**config.mk**
```make
export PLATFORM = sky130hd
export DESIGN_NAME = gspf_sat_mul
export DESIGN_NICKNAME = d
export VERILOG_FILES = /design/src/sv/gspf_pkg.sv /design/src/sv/gspf_sat_mul.sv
export SDC_FILE = /design/constraint.sdc
export NUM_CORES = 2
export LEC_CHECK = 0
export BUFFER_PORTS_ARGS = -buffer_cell sky130_fd_sc_hd__buf_2
export CAP_MARGIN = 20
export CORE_ASPECT_RATIO = 1.5
export CORE_MARGIN = 4
export CORE_UTILIZATION = 55
export DETAILED_ROUTE_END_ITERATION = 16
export PLACE_DENSITY = 0.8
export SLEW_MARGIN = 20
export SYNTH_ARGS = -nofsm -noshare
export SYNTH_HDL_FRONTEND = slang
export SYNTH_SLANG_ARGS = --single-unit
```
**constraint.sdc**
```tcl
create_clock -name vclk -period 12.4
set_input_delay 1.24 -clock vclk [all_inputs]
set_output_delay 1.24 -clock vclk [all_outputs]
set_load 0.01 [all_outputs]
```
**src/sv/gspf_pkg.sv**
```systemverilog
`timescale 1ns / 1ps
`default_nettype none

package gspf_pkg;

  // Field and datapath widths
  localparam int SPEED_W = 16;
  localparam int GAIN_W  = 48;
  localparam int POLE_W  = 16;
  localparam int ERR_W   = SPEED_W + 1;
  localparam int ERR2_W  = ERR_W + 1;
  localparam int ACC_W   = 64;
  localparam int PROD_W  = GAIN_W + ERR2_W;
  localparam int SUM_W   = ACC_W + 2;
  localparam int FUEL_W  = 16;
  localparam int Q_FRAC  = 40;
  localparam int CFG_IDX_W = 3;

  // Register indexes on the write port
  typedef enum logic [CFG_IDX_W-1:0] {
    CFG_SCHED_SPEED = 3'd0,
    CFG_KP_LOW      = 3'd1,
    CFG_KP_HIGH     = 3'd2,
    CFG_KI_LOW      = 3'd3,
    CFG_KI_HIGH     = 3'd4,
    CFG_KD_LOW      = 3'd5,
    CFG_KD_HIGH     = 3'd6,
    CFG_DERIV_POLE  = 3'd7
  } cfg_idx_t;

  // Reset values of the tuning registers
  localparam logic [SPEED_W-1:0]       SCHED_SPEED_RST = 16'd0;
  localparam logic signed [GAIN_W-1:0] KP_LOW_RST      = 48'sd329841091;
  localparam logic signed [GAIN_W-1:0] KP_HIGH_RST     = 48'sd348413821;
  localparam logic signed [GAIN_W-1:0] KI_LOW_RST      = 48'sd0;
  localparam logic signed [GAIN_W-1:0] KI_HIGH_RST     = 48'sd0;
  localparam logic signed [GAIN_W-1:0] KD_LOW_RST      = 48'sd39246628;
  localparam logic signed [GAIN_W-1:0] KD_HIGH_RST     = 48'sd36572313;
  localparam logic [POLE_W-1:0]        DERIV_POLE_RST  = 16'd59297;

  // Saturate a wide signed value to the accumulator range
  function automatic logic signed [ACC_W-1:0] sat_acc(input logic signed [PROD_W-1:0] v);
    logic ovf;
    ovf = (v[PROD_W-1:ACC_W-1] != {(PROD_W-ACC_W+1){1'b0}}) &&
          (v[PROD_W-1:ACC_W-1] != {(PROD_W-ACC_W+1){1'b1}});
    if (!ovf) begin
      sat_acc = v[ACC_W-1:0];
    end else if (v[PROD_W-1]) begin
      sat_acc = {1'b1, {(ACC_W-1){1'b0}}};
    end else begin
      sat_acc = {1'b0, {(ACC_W-1){1'b1}}};
    end
  endfunction

endpackage

`default_nettype wire

```
**src/sv/gspf_sat_mul.sv**
```systemverilog
`timescale 1ns / 1ps
`default_nettype none

module gspf_sat_mul (
  input  wire logic signed [gspf_pkg::GAIN_W-1:0] gain,
  input  wire logic signed [gspf_pkg::ERR2_W-1:0] err,
  output logic signed [gspf_pkg::ACC_W-1:0]       prod
);
  import gspf_pkg::*;

  logic signed [PROD_W-1:0] prod_full;

  // Exact product, then clip to the accumulator range
  assign prod_full = PROD_W'(gain) * PROD_W'(err);
  assign prod      = sat_acc(prod_full);

endmodule

`default_nettype wire

```
; Word level (Yosys, flattened, before mapping)
; Cells that the tools add are included.
[word_totals]
ff_bits = 0
input_bits = 66
out_inout_bits = 64
wordCells = 6
[classes]
mul = 1
eq_ne = 1
muxes = 2
reduce_logical = 2
[ops]
columns = cell, count
row1 = 2-to-1 mux 64 bit, 2
row2 = multiplier 48 x 18 -> 66 bit, 1
row3 = "inequality test 3 bit, second input constant", 1
row4 = nonzero test 3 bit, 1
row5 = logical AND 1 bit, 1

; Longest topological paths before layout
[depth]
ltp_word = 4
ltp_mapped = 28
ltp_nobuf = 25

; Worst setup path before layout
; OpenSTA, ideal clock, no wires.
[synth_timing]
path_type = input to output
from = input err[3] (netlist name)
to = output prod[14] (netlist name)
t_arrival_ps = 7751
required_time_ps = 11160
path_slack_ps = 3409
path_stages = 27
path_cell_list = clkbuf_1 clkbuf_1 nand2_1 fa_1 inv_1 fa_1 inv_1 fa_1 inv_1 fa_1 fa_1 inv_1 fa_1 inv_1 ha_1 clkbuf_1 and4_1 a311oi_1 o32ai_1 o22ai_1 nor4b_2 a21oi_1 o41ai_2 xor2_1 o21ai_1 clkbuf_1 o21ai_1
[synth_between]
elab_chain_len = 4
elab_cells_between_ends = 6
cone_classes = mul (1) / eq/ne (1) / mux (2) / reduce/logical (2)
[synth_lines]
columns = item, line_no
row1 = "start, declared", gspf_sat_mul.sv:6  ; input wire logic signed [gspf_pkg::ERR2_W-1:0] err,
row2 = multiplier 48 x 18 -> 66 bit (*), gspf_sat_mul.sv:14  ; assign prod_full = PROD_W'(gain) * PROD_W'(err);
row3 = inequality test 3 bit / nonzero test 3 bit (equally long branches), "gspf_pkg.sv:45, gspf_pkg.sv:44"
row4 = logical AND 1 bit, gspf_pkg.sv:44  ; ovf = (v[PROD_W-1:ACC_W-1] != {(PROD_W-ACC_W+1){1'b0}}) &&
row5 = 2-to-1 mux 64 bit (*), gspf_pkg.sv:46  ; if (!ovf) begin
row6 = "end, declared", gspf_sat_mul.sv:7  ; output logic signed [gspf_pkg::ACC_W-1:0] prod
; Every way passes the cells marked *; elsewhere a longest branch is shown, timed or not.

; Worst setup path after layout
[layout_timing]
from = input err[3] (netlist name)
to = output prod[60] (netlist name)
; Same word-level chain as after synthesis.

==> impl_metrics.toml <==
[layout]
area_delta_synth_final_pct = 3.02
layout_common_cells = "930 x inv_1, 809 x fa_1, 663 x nand2_1"
fin_area_um2 = 30300
ff_latch_area_um2 = 0
nets = 4453
drive_gt1_frac = 0.0473
layout_commonest_cell = "inv_1"
nFlopsAndLatches = 0
nClkBuffers = 0

[synthesis]
synth-compound-area-share = 0.0631
seq_area_frac_synth = 0
muxShareOfSynthArea = 0.000383
synth_xor_area_frac = 0.0194
ys_types = 50
synthAdderAreaFrac = 0.616
synth-simple-area-share = 0.154
netlist_area_um2 = 29400
postSynthCellCount = 3486
ys_warn_count = 0
syn_avg_cell_area_um2 = 8.43
syn-num-nets = 4514
synth_top_family_by_area = "adder cells"

[floorplanning]
start_util = 0.557
fp-row-count = 103
dieArea_um2 = 57300
fp.dieW_um = 197
io_pins = 130
core_area_um2 = 52700
die_h_um = 291

[detailed_routing]
wl_per_cell_um = 20.1
firstDrtPassIters = 5
routed_wl_um = 82600
via_per_inst = 5.72
drc_errors = 0
num_vias = 23500
ant_nets = 0
drt_iter0_drc = 1295

[timing]
finalMaxSlewViolations = 0
fin_ws_ps = 1550
fin_crit_sh = 0.875
grt_setup_unrepaired = "no"
worst_slew_margin_rel = 0.283
maxClockFrequency_mhz = 92.2
tns_ps = 0
whs_ps = 3040
setup_viol = 0
tightest_slew_ps = 1080
timing.final.crit_period_ps = 10850
hold_viol = 0

[placed_design]
hpwl_um = 67600
io_buffer_count = 130
place_area_um2 = 30200
gp_congestion = 0.963
post-place-ws_ps = 1690

[hold_path]
hold_class = "input pin to primary output"

[clocking]
postCtsResizedCells = 0
cts_hold_buf = 0
post_cts_buffers = 0

[global_route]
grt_usage = 0.297
grt_max_degree = 49
antenna_found_initial = 1
grt_pass1_wl_um = 134000
grt_pass1_vias = 26600
overflow = 0

[run_status]
status = "completed"

[critical_path]
startpoint_type = "input pin"
critPathCaptureType = "primary output"
cp_data_arrival_time_ps = 9610
worst_ep_required_time_ps = 11160
crit_fanout = 40
path_class = "input pin to primary output"

[flow_run]
cap_violations = 0
-- final timing paths --
path | startpoint | end | slack [ps] | cells past startpoint
setup / recovery | err[3] | prod[60] | 1550 | 25
hold / removal | gain[0] | prod[0] | 3040 | 4
-- synthesized netlist by cell type (6+ instances only) --
master | count | area share
a211oi_1 | 11 | 0.0028
a21o_1 | 47 | 0.012
a21oi_1 | 68 | 0.012
a31oi_1 | 6 | 0.0013
and2_1 | 203 | 0.043
and3_1 | 6 | 0.0013
buf_2 | 11 | 0.0019
clkbuf_1 | 199 | 0.025
fa_1 | 809 | 0.55
ha_1 | 153 | 0.065
inv_1 | 930 | 0.12
nand2_1 | 663 | 0.085
nand2b_1 | 9 | 0.0019
nand3_1 | 8 | 0.0014
nand4_1 | 21 | 0.0045
nor2_1 | 81 | 0.010
nor3_1 | 7 | 0.0012
o21a_1 | 12 | 0.0031
o21ai_0 | 33 | 0.0056
o21ai_1 | 60 | 0.010
o21bai_1 | 13 | 0.0033
o31ai_1 | 8 | 0.0020
xnor2_1 | 40 | 0.012
xor2_1 | 25 | 0.0075
-- worst max-delay path, cell delays in order --
cell	delay [ps]
buf_2	440
buf_4	490
nand2_1	150
fa_1	560
inv_1	50
fa_1	550
fa_1	450
fa_1	520
fa_1	500
inv_1	50
fa_1	500
inv_1	50
ha_1	360
a21oi_1	300
o21ai_0	170
a221oi_1	640
nor4_1	100
a211oi_1	520
nand3_1	140
a31oi_1	210
xnor2_1	180
a21oi_4	590
buf_4	480
o41ai_2	140
buf_2	160
-- layout make-up --
cell class	count	area (µm²)
Fill cell	4630	22400
Tap cell	682	853
Inverter	930	3490
Timing Repair Buffer	153	843
Antenna cell	1	2.50
Multi-Input combinational cell	2340	25100
-- metrics by stage --
stage / std cells / util
2_1_floorplan: 3486 / -
3_3_place_gp: 4104 / 0.574
3_5_place_dp: 4104 / 0.574
4_1_cts: 4104 / 0.574
5_1_grt: 4105 / 0.574
6_report: 4106 / 0.574
-- kinds of logic after synthesis --
| family | Yosys count |
|---|---|
| XOR/XNOR | 65 |
| multiplexers | 1 |
| AND/OR/NAND/NOR | 1018 |
| AO/OA/AOI/OAI | 294 |
| adder cells (fa/ha/maj) | 962 |
| buffers and inverters | 1146 |
-- routing by layer --
layer	track usage	up-vias	routed length, µm
li1	-	9829	-
met1	0.327	12000	26000
met2	0.535	1206	43200
met3	0.0265	486	5730
met4	0.205	0	7610
met5	0	-	0
Power is left out: the tool's default activity adds up to more than one toggle a clock period on the data nets, which glitch-free logic cannot reach.
